<file path="src/hw/rtl/qdd_pkg.sv">
package qdd_pkg;

  // default counter width
  localparam int unsigned COUNT_WIDTH_DEF = 32;

  // register defaults
  localparam logic [3:0] SPD_RESET = 4'd4;
  localparam logic       REV_RESET = 1'b0;

  // register indexes, decoded from paddr[2]
  localparam logic REG_SPD = 1'b0;
  localparam logic REG_REV = 1'b1;

  // request kinds
  typedef enum logic [1:0] {
    KIND_SAMPLE = 2'd0,
    KIND_READ   = 2'd1,
    KIND_CLEAR  = 2'd2,
    KIND_START  = 2'd3
  } qdd_kind_t;

  // controller states
  typedef enum logic [1:0] {
    ST_IDLE,
    ST_DIV,
    ST_DONE
  } qdd_state_t;

  // commands from controller to datapath
  typedef struct packed {
    logic apply;       // sample, clear or start request taken
    logic div_load;    // read request taken, set up the divider
    logic div_step;    // one quotient bit
    logic div_commit;  // write back remainder, publish quotient
  } qdd_cmd_t;

  // status from datapath to controller
  typedef struct packed {
    logic div_last;
  } qdd_stat_t;

  // x4 transition table, index {prev_a, prev_b, cur_a, cur_b}
  function automatic logic signed [1:0] step_lut(input logic [3:0] idx);
    logic signed [1:0] d;
    unique case (idx)
      4'd1, 4'd7, 4'd8, 4'd14: d = -2'sd1;
      4'd2, 4'd4, 4'd11, 4'd13: d = 2'sd1;
      default:                 d = 2'sd0;
    endcase
    return d;
  endfunction

endpackage

</file>
<file path="src/hw/rtl/qdd_ctrl.sv">
module qdd_ctrl (
  input  logic             clk,
  input  logic             rst_n,
  input  logic             in_valid,
  input  logic [1:0]       in_kind,
  output logic             in_ready,
  output logic             out_valid,
  input  logic             out_ready,
  input  qdd_pkg::qdd_stat_t stat,
  output qdd_pkg::qdd_cmd_t  cmd
);

  qdd_pkg::qdd_state_t state_r, state_nxt;
  logic out_valid_r, out_valid_nxt;
  logic out_free;
  logic accept;
  logic is_read;

  // output register free when empty or being drained this cycle
  assign out_free = !out_valid_r || out_ready;
  assign is_read  = (in_kind == qdd_pkg::KIND_READ);
  assign accept   = in_valid && in_ready;

  // next state
  always_comb begin
    state_nxt = state_r;
    unique case (state_r)
      qdd_pkg::ST_IDLE: begin
        if (accept && is_read) state_nxt = qdd_pkg::ST_DIV;
      end
      qdd_pkg::ST_DIV: begin
        if (stat.div_last) state_nxt = qdd_pkg::ST_DONE;
      end
      qdd_pkg::ST_DONE: begin
        if (out_free) state_nxt = qdd_pkg::ST_IDLE;
      end
      default: state_nxt = qdd_pkg::ST_IDLE;
    endcase
  end

  // outputs
  always_comb begin
    in_ready       = (state_r == qdd_pkg::ST_IDLE) && out_free;
    cmd.apply      = in_valid && in_ready && !is_read;
    cmd.div_load   = in_valid && in_ready && is_read;
    cmd.div_step   = (state_r == qdd_pkg::ST_DIV);
    cmd.div_commit = (state_r == qdd_pkg::ST_DONE) && out_free;
  end

  // result valid flag
  always_comb begin
    if (cmd.apply || cmd.div_commit) begin
      out_valid_nxt = 1'b1;
    end else if (out_ready) begin
      out_valid_nxt = 1'b0;
    end else begin
      out_valid_nxt = out_valid_r;
    end
  end

  always_ff @(posedge clk) begin
    if (!rst_n) begin
      state_r     <= qdd_pkg::ST_IDLE;
      out_valid_r <= 1'b0;
    end else begin
      state_r     <= state_nxt;
      out_valid_r <= out_valid_nxt;
    end
  end

  assign out_valid = out_valid_r;

endmodule

</file>
<file path="src/hw/rtl/qdd_dp.sv">
module qdd_dp #(
  parameter int unsigned COUNT_WIDTH = qdd_pkg::COUNT_WIDTH_DEF
) (
  input  logic                     clk,
  input  logic                     rst_n,
  input  qdd_pkg::qdd_cmd_t        cmd,
  output qdd_pkg::qdd_stat_t       stat,
  input  logic [1:0]               in_kind,
  input  logic                     in_phase_a,
  input  logic                     in_phase_b,
  input  logic [3:0]               spd,
  input  logic                     rev,
  output logic [COUNT_WIDTH-1:0]   det_o,
  output logic [COUNT_WIDTH-1:0]   raw_o,
  output logic [COUNT_WIDTH-1:0]   inv_o,
  output logic [COUNT_WIDTH-1:0]   pend_o
);

  localparam int unsigned CW    = COUNT_WIDTH;
  localparam int unsigned CNT_W = (CW > 1) ? $clog2(CW) : 1;
  localparam logic [CNT_W-1:0] CNT_LAST = CNT_W'(CW - 1);

  // counters
  logic [1:0]    prev_r, prev_nxt;
  logic [CW-1:0] pend_r, pend_nxt;
  logic [CW-1:0] raw_r, raw_nxt;
  logic [CW-1:0] inv_r, inv_nxt;

  // divider
  logic [CW-1:0]    quot_r, quot_nxt;
  logic [3:0]       rem_r, rem_nxt;
  logic [3:0]       div_s_r, div_s_nxt;
  logic             neg_r, neg_nxt;
  logic [CNT_W-1:0] cnt_r, cnt_nxt;

  // result register
  logic [CW-1:0] det_out_r, det_out_nxt;
  logic [CW-1:0] raw_out_r, raw_out_nxt;
  logic [CW-1:0] inv_out_r, inv_out_nxt;
  logic [CW-1:0] pend_out_r, pend_out_nxt;

  logic [1:0]        cur;
  logic signed [1:0] step_raw;
  logic signed [1:0] step;
  logic [CW-1:0]     step_ext;
  logic [4:0]        trial;
  logic [4:0]        trial_sub;
  logic              trial_ge;
  logic [CW-1:0]     mag;
  logic [CW-1:0]     q_fin;
  logic [CW-1:0]     r_ext;
  logic [CW-1:0]     r_fin;

  // step decode
  assign cur      = {in_phase_a, in_phase_b};
  assign step_raw = qdd_pkg::step_lut({prev_r, cur});
  assign step     = rev ? -step_raw : step_raw;
  assign step_ext = {{(CW-2){step[1]}}, step};

  // restoring division, one quotient bit per cycle
  assign trial     = {rem_r, quot_r[CW-1]};
  assign trial_ge  = (trial >= {1'b0, div_s_r});
  assign trial_sub = trial - {1'b0, div_s_r};
  assign mag       = pend_r[CW-1] ? (~pend_r + 1'b1) : pend_r;
  assign q_fin     = neg_r ? (~quot_r + 1'b1) : quot_r;
  assign r_ext     = {{(CW-4){1'b0}}, rem_r};
  assign r_fin     = neg_r ? (~r_ext + 1'b1) : r_ext;

  assign stat.div_last = cmd.div_step && (cnt_r == CNT_LAST);

  // counter update
  always_comb begin
    prev_nxt = prev_r;
    pend_nxt = pend_r;
    raw_nxt  = raw_r;
    inv_nxt  = inv_r;
    if (cmd.apply) begin
      unique case (in_kind)
        qdd_pkg::KIND_SAMPLE: begin
          if ((prev_r ^ cur) == 2'b11) begin
            inv_nxt = inv_r + 1'b1;
          end else begin
            pend_nxt = pend_r + step_ext;
            raw_nxt  = raw_r + step_ext;
          end
          prev_nxt = cur;
        end
        qdd_pkg::KIND_CLEAR: begin
          pend_nxt = '0;
          raw_nxt  = '0;
          inv_nxt  = '0;
        end
        qdd_pkg::KIND_START: begin
          prev_nxt = cur;
          pend_nxt = '0;
          raw_nxt  = '0;
          inv_nxt  = '0;
        end
        default: begin
          prev_nxt = prev_r;
        end
      endcase
    end else if (cmd.div_commit) begin
      pend_nxt = r_fin;
    end
  end

  // divider update
  always_comb begin
    quot_nxt  = quot_r;
    rem_nxt   = rem_r;
    div_s_nxt = div_s_r;
    neg_nxt   = neg_r;
    cnt_nxt   = cnt_r;
    if (cmd.div_load) begin
      quot_nxt  = mag;
      rem_nxt   = '0;
      div_s_nxt = (spd == 4'd0) ? 4'd1 : spd;
      neg_nxt   = pend_r[CW-1];
      cnt_nxt   = '0;
    end else if (cmd.div_step) begin
      quot_nxt = {quot_r[CW-2:0], trial_ge};
      rem_nxt  = trial_ge ? trial_sub[3:0] : trial[3:0];
      cnt_nxt  = cnt_r + 1'b1;
    end
  end

  // result register load
  always_comb begin
    det_out_nxt  = det_out_r;
    raw_out_nxt  = raw_out_r;
    inv_out_nxt  = inv_out_r;
    pend_out_nxt = pend_out_r;
    if (cmd.apply || cmd.div_commit) begin
      det_out_nxt  = cmd.div_commit ? q_fin : '0;
      raw_out_nxt  = raw_nxt;
      inv_out_nxt  = inv_nxt;
      pend_out_nxt = pend_nxt;
    end
  end

  always_ff @(posedge clk) begin
    if (!rst_n) begin
      prev_r <= '0;
      pend_r <= '0;
      raw_r  <= '0;
      inv_r  <= '0;
      cnt_r  <= '0;
    end else begin
      prev_r <= prev_nxt;
      pend_r <= pend_nxt;
      raw_r  <= raw_nxt;
      inv_r  <= inv_nxt;
      cnt_r  <= cnt_nxt;
    end
  end

  always_ff @(posedge clk) begin
    quot_r     <= quot_nxt;
    rem_r      <= rem_nxt;
    div_s_r    <= div_s_nxt;
    neg_r      <= neg_nxt;
    det_out_r  <= det_out_nxt;
    raw_out_r  <= raw_out_nxt;
    inv_out_r  <= inv_out_nxt;
    pend_out_r <= pend_out_nxt;
  end

  assign det_o  = det_out_r;
  assign raw_o  = raw_out_r;
  assign inv_o  = inv_out_r;
  assign pend_o = pend_out_r;

endmodule

</file>
<file path="src/hw/rtl/quadrature_detent_decoder_top.sv">
// Quadrature x4 decoder that turns phase A/B samples into signed steps and
// gathers them into whole detents. Every request gives exactly one result.
// Pin sample, clear and start requests never enter the divider, so samples
// can stream at one per cycle while the result side keeps up. A read
// request runs a restoring divider that produces one quotient bit per
// cycle, and the input is held off from the read until the quotient is
// published. Registers (APB, byte address 4*i): 0 steps per detent (4
// bits, 0 acts as 1), 1 reverse direction. Write them only while no
// request is in flight. Counters are COUNT_WIDTH bits wide and wrap; the
// 32-bit result fields are sign- or zero-extended or cut from them.
module quadrature_detent_decoder_top #(
  parameter int unsigned COUNT_WIDTH = qdd_pkg::COUNT_WIDTH_DEF
) (
  input  logic        clk,
  input  logic        rst_n,
  // request channel
  input  logic        in_valid,
  output logic        in_ready,
  input  logic [1:0]  in_kind,
  input  logic        in_phase_a,
  input  logic        in_phase_b,
  // result channel
  output logic        out_valid,
  input  logic        out_ready,
  output logic signed [31:0] out_detents,
  output logic signed [31:0] out_raw_steps,
  output logic [31:0] out_invalid_count,
  output logic signed [31:0] out_pending_remainder,
  // register port
  input  logic        psel,
  input  logic        penable,
  input  logic        pwrite,
  input  logic [2:0]  paddr,
  input  logic [31:0] pwdata,
  output logic [31:0] prdata,
  output logic        pready
);

  localparam int unsigned CW = COUNT_WIDTH;

  logic [3:0] spd_r, spd_nxt;
  logic       rev_r, rev_nxt;
  logic       cfg_wr;

  qdd_pkg::qdd_cmd_t  cmd;
  qdd_pkg::qdd_stat_t stat;

  logic [CW-1:0] det_w, raw_w, inv_w, pend_w;

  // register writes
  assign pready = 1'b1;
  assign cfg_wr = psel && penable && pwrite && pready;

  always_comb begin
    spd_nxt = spd_r;
    rev_nxt = rev_r;
    if (cfg_wr) begin
      unique case (paddr[2])
        qdd_pkg::REG_SPD: spd_nxt = pwdata[3:0];
        qdd_pkg::REG_REV: rev_nxt = pwdata[0];
        default:          spd_nxt = spd_r;
      endcase
    end
  end

  always_ff @(posedge clk) begin
    if (!rst_n) begin
      spd_r <= qdd_pkg::SPD_RESET;
      rev_r <= qdd_pkg::REV_RESET;
    end else begin
      spd_r <= spd_nxt;
      rev_r <= rev_nxt;
    end
  end

  // register reads
  always_comb begin
    unique case (paddr[2])
      qdd_pkg::REG_SPD: prdata = {28'd0, spd_r};
      qdd_pkg::REG_REV: prdata = {31'd0, rev_r};
      default:          prdata = '0;
    endcase
  end

  qdd_ctrl u_ctrl (
    .clk       (clk),
    .rst_n     (rst_n),
    .in_valid  (in_valid),
    .in_kind   (in_kind),
    .in_ready  (in_ready),
    .out_valid (out_valid),
    .out_ready (out_ready),
    .stat      (stat),
    .cmd       (cmd)
  );

  qdd_dp #(
    .COUNT_WIDTH (COUNT_WIDTH)
  ) u_dp (
    .clk        (clk),
    .rst_n      (rst_n),
    .cmd        (cmd),
    .stat       (stat),
    .in_kind    (in_kind),
    .in_phase_a (in_phase_a),
    .in_phase_b (in_phase_b),
    .spd        (spd_r),
    .rev        (rev_r),
    .det_o      (det_w),
    .raw_o      (raw_w),
    .inv_o      (inv_w),
    .pend_o     (pend_w)
  );

  // fit counter width to the 32-bit result fields
  generate
    if (CW >= 32) begin : g_cut
      assign out_detents           = det_w[31:0];
      assign out_raw_steps         = raw_w[31:0];
      assign out_invalid_count     = inv_w[31:0];
      assign out_pending_remainder = pend_w[31:0];
    end else begin : g_ext
      assign out_detents           = {{(32-CW){det_w[CW-1]}}, det_w};
      assign out_raw_steps         = {{(32-CW){raw_w[CW-1]}}, raw_w};
      assign out_invalid_count     = {{(32-CW){1'b0}}, inv_w};
      assign out_pending_remainder = {{(32-CW){pend_w[CW-1]}}, pend_w};
    end
  endgenerate

endmodule

</file>
<file path="config.mk">
export PLATFORM = sky130hd
export DESIGN_NAME = quadrature_detent_decoder_top
export DESIGN_NICKNAME = d
export VERILOG_FILES = /design/src/hw/rtl/qdd_pkg.sv /design/src/hw/rtl/qdd_ctrl.sv /design/src/hw/rtl/qdd_dp.sv /design/src/hw/rtl/quadrature_detent_decoder_top.sv
export SDC_FILE = /design/constraint.sdc
export NUM_CORES = 1
export LEC_CHECK = 0
export ABC_AREA = 1
export BUFFER_PORTS_ARGS = -buffer_cell sky130_fd_sc_hd__clkbuf_2
export CAP_MARGIN = 10
export CORE_MARGIN = 5
export CORE_UTILIZATION = 55
export CTS_CLUSTER_DIAMETER = 50
export DETAILED_ROUTE_END_ITERATION = 10
export GPL_ROUTABILITY_DRIVEN = 0
export GPL_TIMING_DRIVEN = 0
export PLACE_DENSITY = 0.74
export REMOVE_ABC_BUFFERS = 1
export SLEW_MARGIN = 30
export SYNTH_ARGS = -nofsm -noshare
export SYNTH_HDL_FRONTEND = slang
export SYNTH_SLANG_ARGS = --single-unit
</file>
<file path="constraint.sdc">
create_clock -name clk -period 14.5 [get_ports clk]
set_clock_uncertainty 0.2 [all_clocks]
set_input_delay 0.725 -clock clk [delete_from_list [all_inputs] [get_ports clk]]
set_output_delay 0.725 -clock clk [all_outputs]
set_load 0.01 [all_outputs]
</file>
==> impl_metrics.tcl, run 1 <==
set metrics [dict create \
    status "completed" \
    worstReg2RegStart "u_dp.prev_r[0]" \
    seq_area_frac_synth_pct 39.3 \
    overflow 0 \
    reg2reg_setup_slack_ns 10.47 \
    cts_setup_buffers 0 \
    io_pins 209 \
    period_share_pct 29.1 \
    hold_viol 0 \
    firstDrtPassIters 5 \
    rows 67 \
    p_int_mw 1.60 \
    p_comb_share_pct 19.1 \
    vias_per_cell 5.39 \
    multi_input_area_um2 9370 \
    r2r_end "u_dp.pend_o[28]" \
    final_layout_size_suffix_gt1_share_pct 10.1 \
    tightest_slew_ns 0.821 \
    dp_hpwl_um 35800 \
    netlist_area_um2 18500 \
    synth-seq-cells 280 \
    power_frac_seq_pct 40.1 \
    regArea_um2 7260 \
    min_from "pwdata[2]" \
    worstRegToRegCells 21 \
    ant_nets 0 \
    die_y_um 193 \
    wl_per_cell_um 15.1 \
    finalCriticalPeriod_ns 4.23 \
    clkTransAtPathRegs_ns 0.06 \
    place_ws_ns 9.77 \
    area_growth_pct 13.3 \
    synth.distinct_cells 52 \
    yosysTopAreaCellShare_pct 26.8 \
    synth_ff_type "edfxtp_1" \
    required_ns 14.60 \
    post_cts_resized 0 \
    async_flop_share_pct 0 \
    synthTopCellsByArea "edfxtp_1, nand2_1, dfxtp_1" \
    coreArea_um2 33400 \
    avgSynthCellArea_um2 7.11 \
    wirelength_um 48400 \
    end_kind "flop" \
    setup_viol 0 \
    swShare_pct 30.4 \
    start_util_pct 55.4 \
    worst_ep_arrival_time_ns 4.32 \
    grt_pass1_wl_um 79200 \
    nets 2877 \
    cts_buffer_depth 3 \
    synth-edff-count 165 \
    whs_path_depth 3 \
    grt_pass1_vias 16600 \
    die_x_um 193 \
    max_clock_freq_mhz 237 \
    cts_max_level 2 \
    cp_max_fo 42 \
    yosysTopAreaCell "edfxtp_1" \
    clock_latency_ns 0.55 \
    ys_warn_count 0 \
    switching_power_mw 0.700 \
    criticalPathCategory "in2reg" \
    worst_hold_path_type "in2reg" \
    nFillCells 3015 \
    worstSetupStartpointType "primary input" \
    cts_tree "done" \
    num_antenna_cells 0 \
    antenna_found_initial 0 \
    cts.sinks 280 \
    drc_errors 0 \
    power_density_nw_per_um2 110 \
    setup_slack_ns 10.27 \
    clkPwrFrac_pct 40.8 \
    cts_buffers 39 \
    port-buffer-count 149 \
    min_to "spd_r[2]" \
    p_leak_nw 10.4 \
    total_power_mw 2.30 \
    cap_violations 0 \
    cts_hold_buffers 0 \
    initialDrtViolationCount 1101 \
    die_area_um2 37400 \
    rsz0062_at_grt "no" \
    clock_tree.root_cell "clkbuf_16" \
    setup_tns_ns 0 \
    grt_max_degree 95 \
    grt_use_total_pct 24.9 \
    relSlewSlack_pct 45.1 \
    syn_inst 2599 \
    utilization_pct 62.8 \
    slew_viol_final 0 \
    routed-via-count 17300 \
    max-vdd-ir-drop_mv 0.0926 \
    hold_slack_ns 0.225 \
]
[sequential cells by signal, summed over array words and instances (netlist names), 5 cells and up]
| register | flops |
|---|---|
| u_dp.quot_r | 32 |
| u_dp.inv_r | 32 |
| u_dp.pend_o | 32 |
| u_dp.cnt_r | 5 |
| u_dp.raw_o | 32 |
| u_dp.raw_r | 32 |
| u_dp.det_o | 32 |
| u_dp.inv_o | 32 |
| u_dp.pend_r | 32 |
[cell type report]
type | instances | share of cell area [%]
Sequential cell | 280 | 34.6
Clock buffer | 47 | 4.85
Inverter | 403 | 7.29
Tap cell | 448 | 2.68
Multi-Input combinational cell | 1853 | 44.7
Timing Repair Buffer | 158 | 4.51
Clock inverter | 24 | 1.28
[per-layer routing]
| metal | vias up | share of wire, % | wire, um | track usage, % |
|---|---|---|---|---|
| li1 | 8721 | - | - | - |
| met1 | 7987 | 41 | 19800 | 29.8 |
| met2 | 484 | 50 | 24100 | 44.8 |
| met3 | 119 | 5.3 | 2580 | 3.95 |
| met4 | 0 | 3.8 | 1830 | 9.78 |
| met5 | - | 0 | 0 | 0 |
[power by group through the flow]
stage	combinational, mW	clock, mW	sequential (mW)
CTS	0.437	0.956	0.924
floorplan	0.297	0	0.945
finish	0.440	0.939	0.924
global route	0.498	0.999	0.928
global placement	0.414	0	0.943
detailed placement	0.435	0	0.940
[stage by stage]
| stage | instances | instance area (um2) |
|---|---|---|
| finish | 3213 | 21000 |
| global route | 3213 | 21000 |
| global placement | 3133 | 19400 |
| floorplan | 2536 | 18100 |
| CTS | 3212 | 20900 |
| detailed placement | 3141 | 19600 |
[how the worst max path moves through the flow]
stage	from	to	slack (ns)	depth (start not counted)
2_1_floorplan	in_kind[1]	u_dp.det_o[0]	9.16	7
6_report	in_phase_a	u_dp.pend_o[31]	10.27	23
3_5_place_dp	in_phase_a	u_dp.pend_o[31]	9.77	23
4_1_cts	in_phase_a	u_dp.pend_o[31]	10.34	23
3_3_place_gp	in_kind[1]	u_dp.det_o[22]	5.93	8
5_1_grt	in_phase_a	u_dp.pend_o[30]	9.91	24
[cell families after synthesis]
kind of cell | count (synthesis) | synth area share [%]
AOI/OAI and AO/OA | 375 | 10.9
xor gates and xnor gates | 40 | 1.89
adders and majority gates | 96 | 6.62
buffers and inverters | 493 | 10.8
DFF | 280 | 39.3
other | 2 | 0.0406
and+or+nand+nor | 1313 | 30.5
[worst max-delay path: stages]
cell and delay, ns:
clkbuf_2 0.13, inv_1 0.08, ha_1 0.33, inv_1 0.08, nand2_1 0.07, nand3_1 0.10, nand2_1 0.08, nor2_1 0.09
nand2_1 0.19, nand2_4 0.49, buf_12 0.29, ha_1 0.31, or2_2 0.32, nand3_1 0.13, nand2_1 0.12, nand2_1 0.08
nand2_1 0.13, nand2_1 0.09, nand2_1 0.09, nand2_1 0.08, nand3_1 0.07, nand2_1 0.14, nand2_1 0.08
[synth_stat cells, types with 3 or more instances]
library cell	number
buf_4	30
o31ai_1	3
xor2_1	23
nor3_2	6
nand2_1	736
buf_2	16
o21ai_1	3
edfxtp_1	165
or2_2	23
nand2_2	3
nor4_1	19
nand3b_1	3
o21bai_1	10
fa_1	3
ha_1	93
inv_1	397
nand4_1	33
nand3_1	175
o211ai_1	19
o21ai_0	139
nor2_1	230
clkinv_1	3
xnor2_1	17
and2_1	4
nor3_1	58
and3_1	4
a31oi_1	8
dfxtp_1	115
o221ai_1	3
clkbuf_1	41
o41ai_1	3
nor2_2	6
nor2_4	3
a21oi_1	178
[layout by cell type, fill, tap and decap left out, types with 4 or more instances in the layout]
master      count
conb_1         29
nand2_1       734
o21bai_1       10
xor2_1         23
o211ai_1       19
clkbuf_16      39
nor3_2          6
o21ai_0       139
dfxtp_1       114
buf_16          5
nor4_1         19
and3_1          4
nand3_1       175
clkbuf_2      149
or2_2          23
a21oi_1       178
nand4_1        33
edfxtp_1      165
clkinv_2        4
nor2_4          6
nor2_1        229
inv_6           5
clkinv_1        5
nor2_2          4
inv_1         395
ha_1           93
clkbuf_1        7
clkinvlp_4      5
a31oi_1         8
nor3_1         58
xnor2_1        17
and2_1          4
(Power assumes the default switching activity.)
==> run 2: changes to the inputs <==
Settings changed: CORE_UTILIZATION 55 to 54, PLACE_DENSITY 0.74 to 0.75.
Clock period 14.5 ns to 3.6 ns, I/O delays scaled along.
==> run 2 against run 1 <==
Clock power grew to 3.9 times the previous value. Sequential share of layout area decreased by 0.47 points. First-iteration DRC count increased by 52%. Highest routed layer is now met5. Flip-flop and latch count stayed put. Critical path depth shrank 3.
==> impl_metrics.tcl, run 2 (synthesis results as in run 1) <==
set metrics [dict create \
    status "completed" \
    cts_tree "done" \
    rows 67 \
    die_y_um 195 \
    io_pins 209 \
    gr-usage-met1_pct 31.6 \
    cts_buffer_depth 3 \
    clock_tree.root_cell "clkbuf_16" \
    p_leak_nw 10.6 \
    setup_viol 0 \
    wl_per_cell_um 15.4 \
    utilization_pct 63.1 \
    initialDrtViolationCount 1677 \
    drc_errors 0 \
    required_ns 3.68 \
    hold_viol 0 \
    num_antenna_cells 0 \
    die_x_um 195 \
    antenna_found_initial 1 \
    grt_max_degree 111 \
    vias_per_cell 5.43 \
    cap_violations 0 \
    relSlewSlack_pct 44.5 \
    nFillCells 2986 \
    cts.sinks 280 \
    worstSetupStartpointType "flop" \
    area_growth_pct 14.9 \
    slew_viol_final 0 \
    worst_hold_path_type "in2reg" \
    total_power_mw 9.26 \
    grt_pass1_vias 16900 \
    dp.cells 3139 \
    instances_no_fill 3238 \
    period_share_pct 95.4 \
    ant_nets 0 \
    port-buffer-count 149 \
    dp_hpwl_um 36000 \
    max-vdd-ir-drop_mv 0.359 \
    grt_pass1_wl_um 82000 \
    grt_use_met3_pct 3.86 \
    tightest_slew_ns 0.830 \
    setup_tns_ns 0 \
    clock_latency_ns 0.55 \
    worst_ep_arrival_time_ns 3.51 \
    coreArea_um2 33700 \
    grt_use_total_pct 25.6 \
    start_util_pct 54.9 \
    routed-via-count 17600 \
    criticalPathCategory "reg2reg" \
    rsz0062_at_grt "yes" \
    cts_buffers 38 \
    use_met2_pct 44.2 \
    firstDrtPassIters 8 \
    top_usage_layer "met2" \
    power_density_nw_per_um2 436 \
    layout_common_cells "nand2_1, inv_1, nor2_1, a21oi_1, nand3_1" \
    cts_max_level 2 \
    nets 2903 \
    clkTransAtPathRegs_ns 0.06 \
    final_common_cell "nand2_1" \
    finalCriticalPeriod_ns 3.43 \
    max_clock_freq_mhz 291 \
    wirelength_um 49800 \
    final_layout_size_suffix_gt1_share_pct 10.9 \
    cp_max_fo 25 \
    end_kind "flop" \
    die_area_um2 38000 \
    overflow 0 \
]
run 2: area by class of cell:
cell class	instances	area [um2]	area share [%]
clock inverter	21	155	0.730
timing repair buffer	184	1200	5.63
multi-input combinational	1854	9450	44.5
tap	448	561	2.64
clock buffer	48	1090	5.14
inverter	403	1530	7.21
sequential	280	7260	34.2
run 2: layer usage:
metal | up-vias | share of wire [%] | wire length [um]
met2 | 590 | 48 | 24000
met4 | 2 | 4.4 | 2200
met1 | 8083 | 41 | 20600
li1 | 8756 | - | -
met3 | 150 | 6.0 | 2980
met5 | - | 0.026 | 13
run 2: path summary, 6_finish.rpt:
path | from | endpoint | slack [ns] | cells after the start
max | u_dp.prev_r[0] | u_dp.raw_o[31] | 0.17 | 20
min | in_valid | u_dp.neg_r | 0.17 | 3
max reg2reg | u_dp.prev_r[0] | u_dp.raw_o[31] | 0.17 | 20
min reg2reg | spd_r[2] | u_dp.div_s_r[2] | 0.27 | 0
run 2: through the flow:
step / cell area, um2 / hold slack [ns] / setup slack [ns]
2_1_floorplan: 18100 / 0.106 / -1.30
3_3_place_gp: 19400 / 0.209 / -4.43
3_5_place_dp: 19600 / 0.208 / -0.535
4_1_cts: 21100 / 0.149 / 0.0413
5_1_grt: 21300 / 0.181 / -0.0381
6_report: 21300 / 0.166 / 0.166
run 2: repair_timing:
item                                   4_1_cts  5_1_grt
gates resized for setup                      7       16
gates cloned                                 2        0
endpoints found under the hold margin       12        0
pin swaps                                    1        3
buffers inserted                             0        5
hold buffers                                22        0
setup endpoints to repair                   88       84
run 2: power by group:
part           internal [mW]  total (mW)  switching [mW]
combinational          0.633        1.85            1.22
sequential              3.59        3.72           0.125
clock                   2.19        3.69            1.50
total                   6.42        9.26            2.84
run 2: critical path: stages, from the launching register on:
cell and delay [ns]:
dfxtp_4 0.37, inv_2 0.10, nand2_1 0.06, nand3_1 0.09, nand2_1 0.09, nor2_2 0.14
nand2_4 0.14, nand2_8 0.13, buf_16 0.18, ha_1 0.31, or2_2 0.35, nand3_1 0.09
nand2_1 0.13, nand2_1 0.10, nand2_1 0.14, nand2_1 0.09, nand2_1 0.08, nand2_1 0.08
nand3_1 0.07, nand2_1 0.11, nand2_1 0.09
==> run 3: changes to the inputs <==
--- a/config.mk
+++ b/config.mk
@@ -11,5 +11,4 @@
 export CORE_MARGIN = 5
 export CORE_UTILIZATION = 54
-export CTS_CLUSTER_DIAMETER = 50
 export DETAILED_ROUTE_END_ITERATION = 10
 export GPL_ROUTABILITY_DRIVEN = 0
==> constraint.sdc (replaced) <==
create_clock -name clk -period 3.6 [get_ports clk]
set_clock_uncertainty 0.2 [all_clocks]
set_input_delay 0.36 -clock clk [delete_from_list [all_inputs] [get_ports clk]]
set_output_delay 0.36 -clock clk [all_outputs]
set_load 0.01 [all_outputs]
==> run 3 against run 2 <==
Clock-buffer cell count fell by 5. Utilization fell by 0.75 points. Via count fell by 0.35%. Flip-flop and latch count did not move. Global-route usage fell by 0.45 points. Worst hold slack got worse by 0.11 ns. Worst setup slack got worse by 0.041 ns. Design area fell by 1.2%. Highest routed layer unchanged. Clock power fell by 9.5%.
==> impl_metrics.tcl, run 3 (synthesis results as in run 1) <==
set metrics [dict create \
    hold_viol 0 \
    cts_max_level 1 \
    tightest_slew_ns 0.816 \
    whs_path_depth 5 \
    die_y_um 195 \
    criticalPathCategory "reg2reg" \
    rows 67 \
    nFillCells 3023 \
    relSlewSlack_pct 45.4 \
    slew_viol_final 0 \
    dp.cells 3139 \
    power_frac_seq_pct 41.8 \
    cap_violations 0 \
    max_clock_freq_mhz 288 \
    drc_errors 0 \
    grt_use_met3_pct 3.34 \
    clock_tree.root_cell "clkbuf_16" \
    io_pins 209 \
    clkTransAtPathRegs_ns 0.06 \
    top_usage_layer "met2" \
    grt_pass1_vias 16800 \
    setup_viol 0 \
    p_leak_nw 10.4 \
    grt_max_degree 111 \
    switching_power_mw 2.67 \
    p_comb_share_pct 20.8 \
    worstReg2RegStart "u_dp.prev_r[0]" \
    firstDrtPassIters 6 \
    utilization_pct 62.3 \
    cts_tree "done" \
    p_int_mw 6.23 \
    worst_hold_path_type "in2reg" \
    clkPwrFrac_pct 37.5 \
    cts_buffers 31 \
    cp_max_fo 25 \
    die_x_um 195 \
    use_met2_pct 43.9 \
    overflow 0 \
    layout_common_cells "nand2_1, inv_1, nor2_1, a21oi_1, nand3_1" \
    vias_per_cell 5.45 \
    r2r_end "u_dp.raw_o[29]" \
    coreArea_um2 33700 \
    worst_ep_arrival_time_ns 3.59 \
    instances_no_fill 3215 \
    end_kind "flop" \
    initialDrtViolationCount 1483 \
    grt_use_total_pct 25.1 \
    required_ns 3.71 \
    finalCriticalPeriod_ns 3.48 \
    area_growth_pct 13.6 \
    final_common_cell "nand2_1" \
    routed-via-count 17500 \
    wl_per_cell_um 15.3 \
    clock_latency_ns 0.58 \
    grt_pass1_wl_um 81000 \
    worstRegToRegCells 20 \
    min_from "pwrite" \
    max-vdd-ir-drop_mv 0.341 \
    crit_start "u_dp.prev_r[0]" \
    worstSetupStartpointType "flop" \
    die_area_um2 38000 \
    swShare_pct 30.0 \
    ant_nets 0 \
    num_antenna_cells 0 \
    wirelength_um 49300 \
    start_util_pct 54.9 \
    dp_hpwl_um 36000 \
    port-buffer-count 149 \
    status "completed" \
    reg2reg_setup_slack_ns 0.12 \
    antenna_found_initial 1 \
    gr-usage-met1_pct 31.4 \
    period_share_pct 96.5 \
    nets 2884 \
    final_layout_size_suffix_gt1_share_pct 10.8 \
    power_density_nw_per_um2 424 \
    cts.sinks 280 \
    min_to "spd_r[0]" \
    cts_buffer_depth 3 \
]
run 3: changes by cell type in the layout (fill, tap and decap cells not counted), sizes merged:
cell         before  now
clkinv           13    9
clkinvlp          3    2
bufinv            0    3
dlygate4sd3      22   10
clkbuf          197  192
inv             408  404
run 3: metal layers:
| layer | part of all wire (%) | vias to the layer above |
|---|---|---|
| met4 | 4.6 | 2 |
| met1 | 41 | 8025 |
| met3 | 5.9 | 159 |
| met2 | 48 | 623 |
| met5 | 0.026 | - |
| li1 | - | 8710 |
run 3: what timing repair did:
action | CTS | global route
hold endpoints to repair | 7 | 0
setup endpoints to repair | 88 | 85
hold buffers | 10 | 0
gates resized for setup | 7 | 24
cloned | 2 | 0
buffers inserted | 0 | 5
pin swaps | 1 | 2
run 3: final cells by class:
cell class	count	area, um2	area share (%)
Tap cell	448	561	2.67
Sequential cell	280	7260	34.6
Inverter	403	1530	7.27
Clock inverter	15	170	0.810
Timing Repair Buffer	172	1070	5.11
Clock buffer	43	925	4.40
Multi-Input combinational cell	1854	9480	45.2
run 3: metrics by stage:
stage,setup WS [ns],area (um2),total power [mW],setup TNS [ns],hold slack (ns)
finish,0.125,21000,8.91,0,0.0599
global route,-0.0617,21000,9.37,-0.460,0.0780
CTS,0.0274,20900,8.90,0,0.0419
detailed placement,-0.715,19600,5.53,-76.76,0.265
global placement,-4.61,19400,5.47,-956.20,0.248
floorplan,-1.37,18100,5.00,-301.11,0.230
run 3: power by group through the flow:
| stage | registers (mW) | logic [mW] | clock network, mW |
|---|---|---|---|
| final | 3.72 | 1.85 | 3.34 |
| after global routing | 3.74 | 2.08 | 3.56 |
| after CTS | 3.72 | 1.80 | 3.38 |
| after detailed placement | 3.78 | 1.75 | 0 |
| after global placement | 3.80 | 1.67 | 0 |
| after floorplan | 3.81 | 1.20 | 0 |
run 3: worst max-delay path, stage by stage, from the launching register on:
cell     delay, ns
dfxtp_4       0.37
inv_2         0.10
nand2_1       0.06
nand3_1       0.09
nand2_1       0.10
nor2_2        0.15
nand2_4       0.14
nand2_8       0.13
buf_16        0.18
ha_2          0.33
or2_2         0.33
nand3_1       0.09
nand2_1       0.12
nand3_1       0.12
nand2_1       0.13
nand2_1       0.15
nand2_1       0.07
nand2_1       0.06
nand3_1       0.06
nand2_1       0.11
nand2_1       0.07
run 3: worst max path at each step:
stage,endpoint,slack [ns]
after detailed placement,u_dp.raw_o[31],-0.72
after global routing,u_dp.pend_o[31],-0.06
final,u_dp.raw_o[29],0.12
after global placement,u_dp.pend_o[11],-4.61
after floorplan,u_dp.det_o[0],-1.37
after CTS,u_dp.raw_o[27],0.03
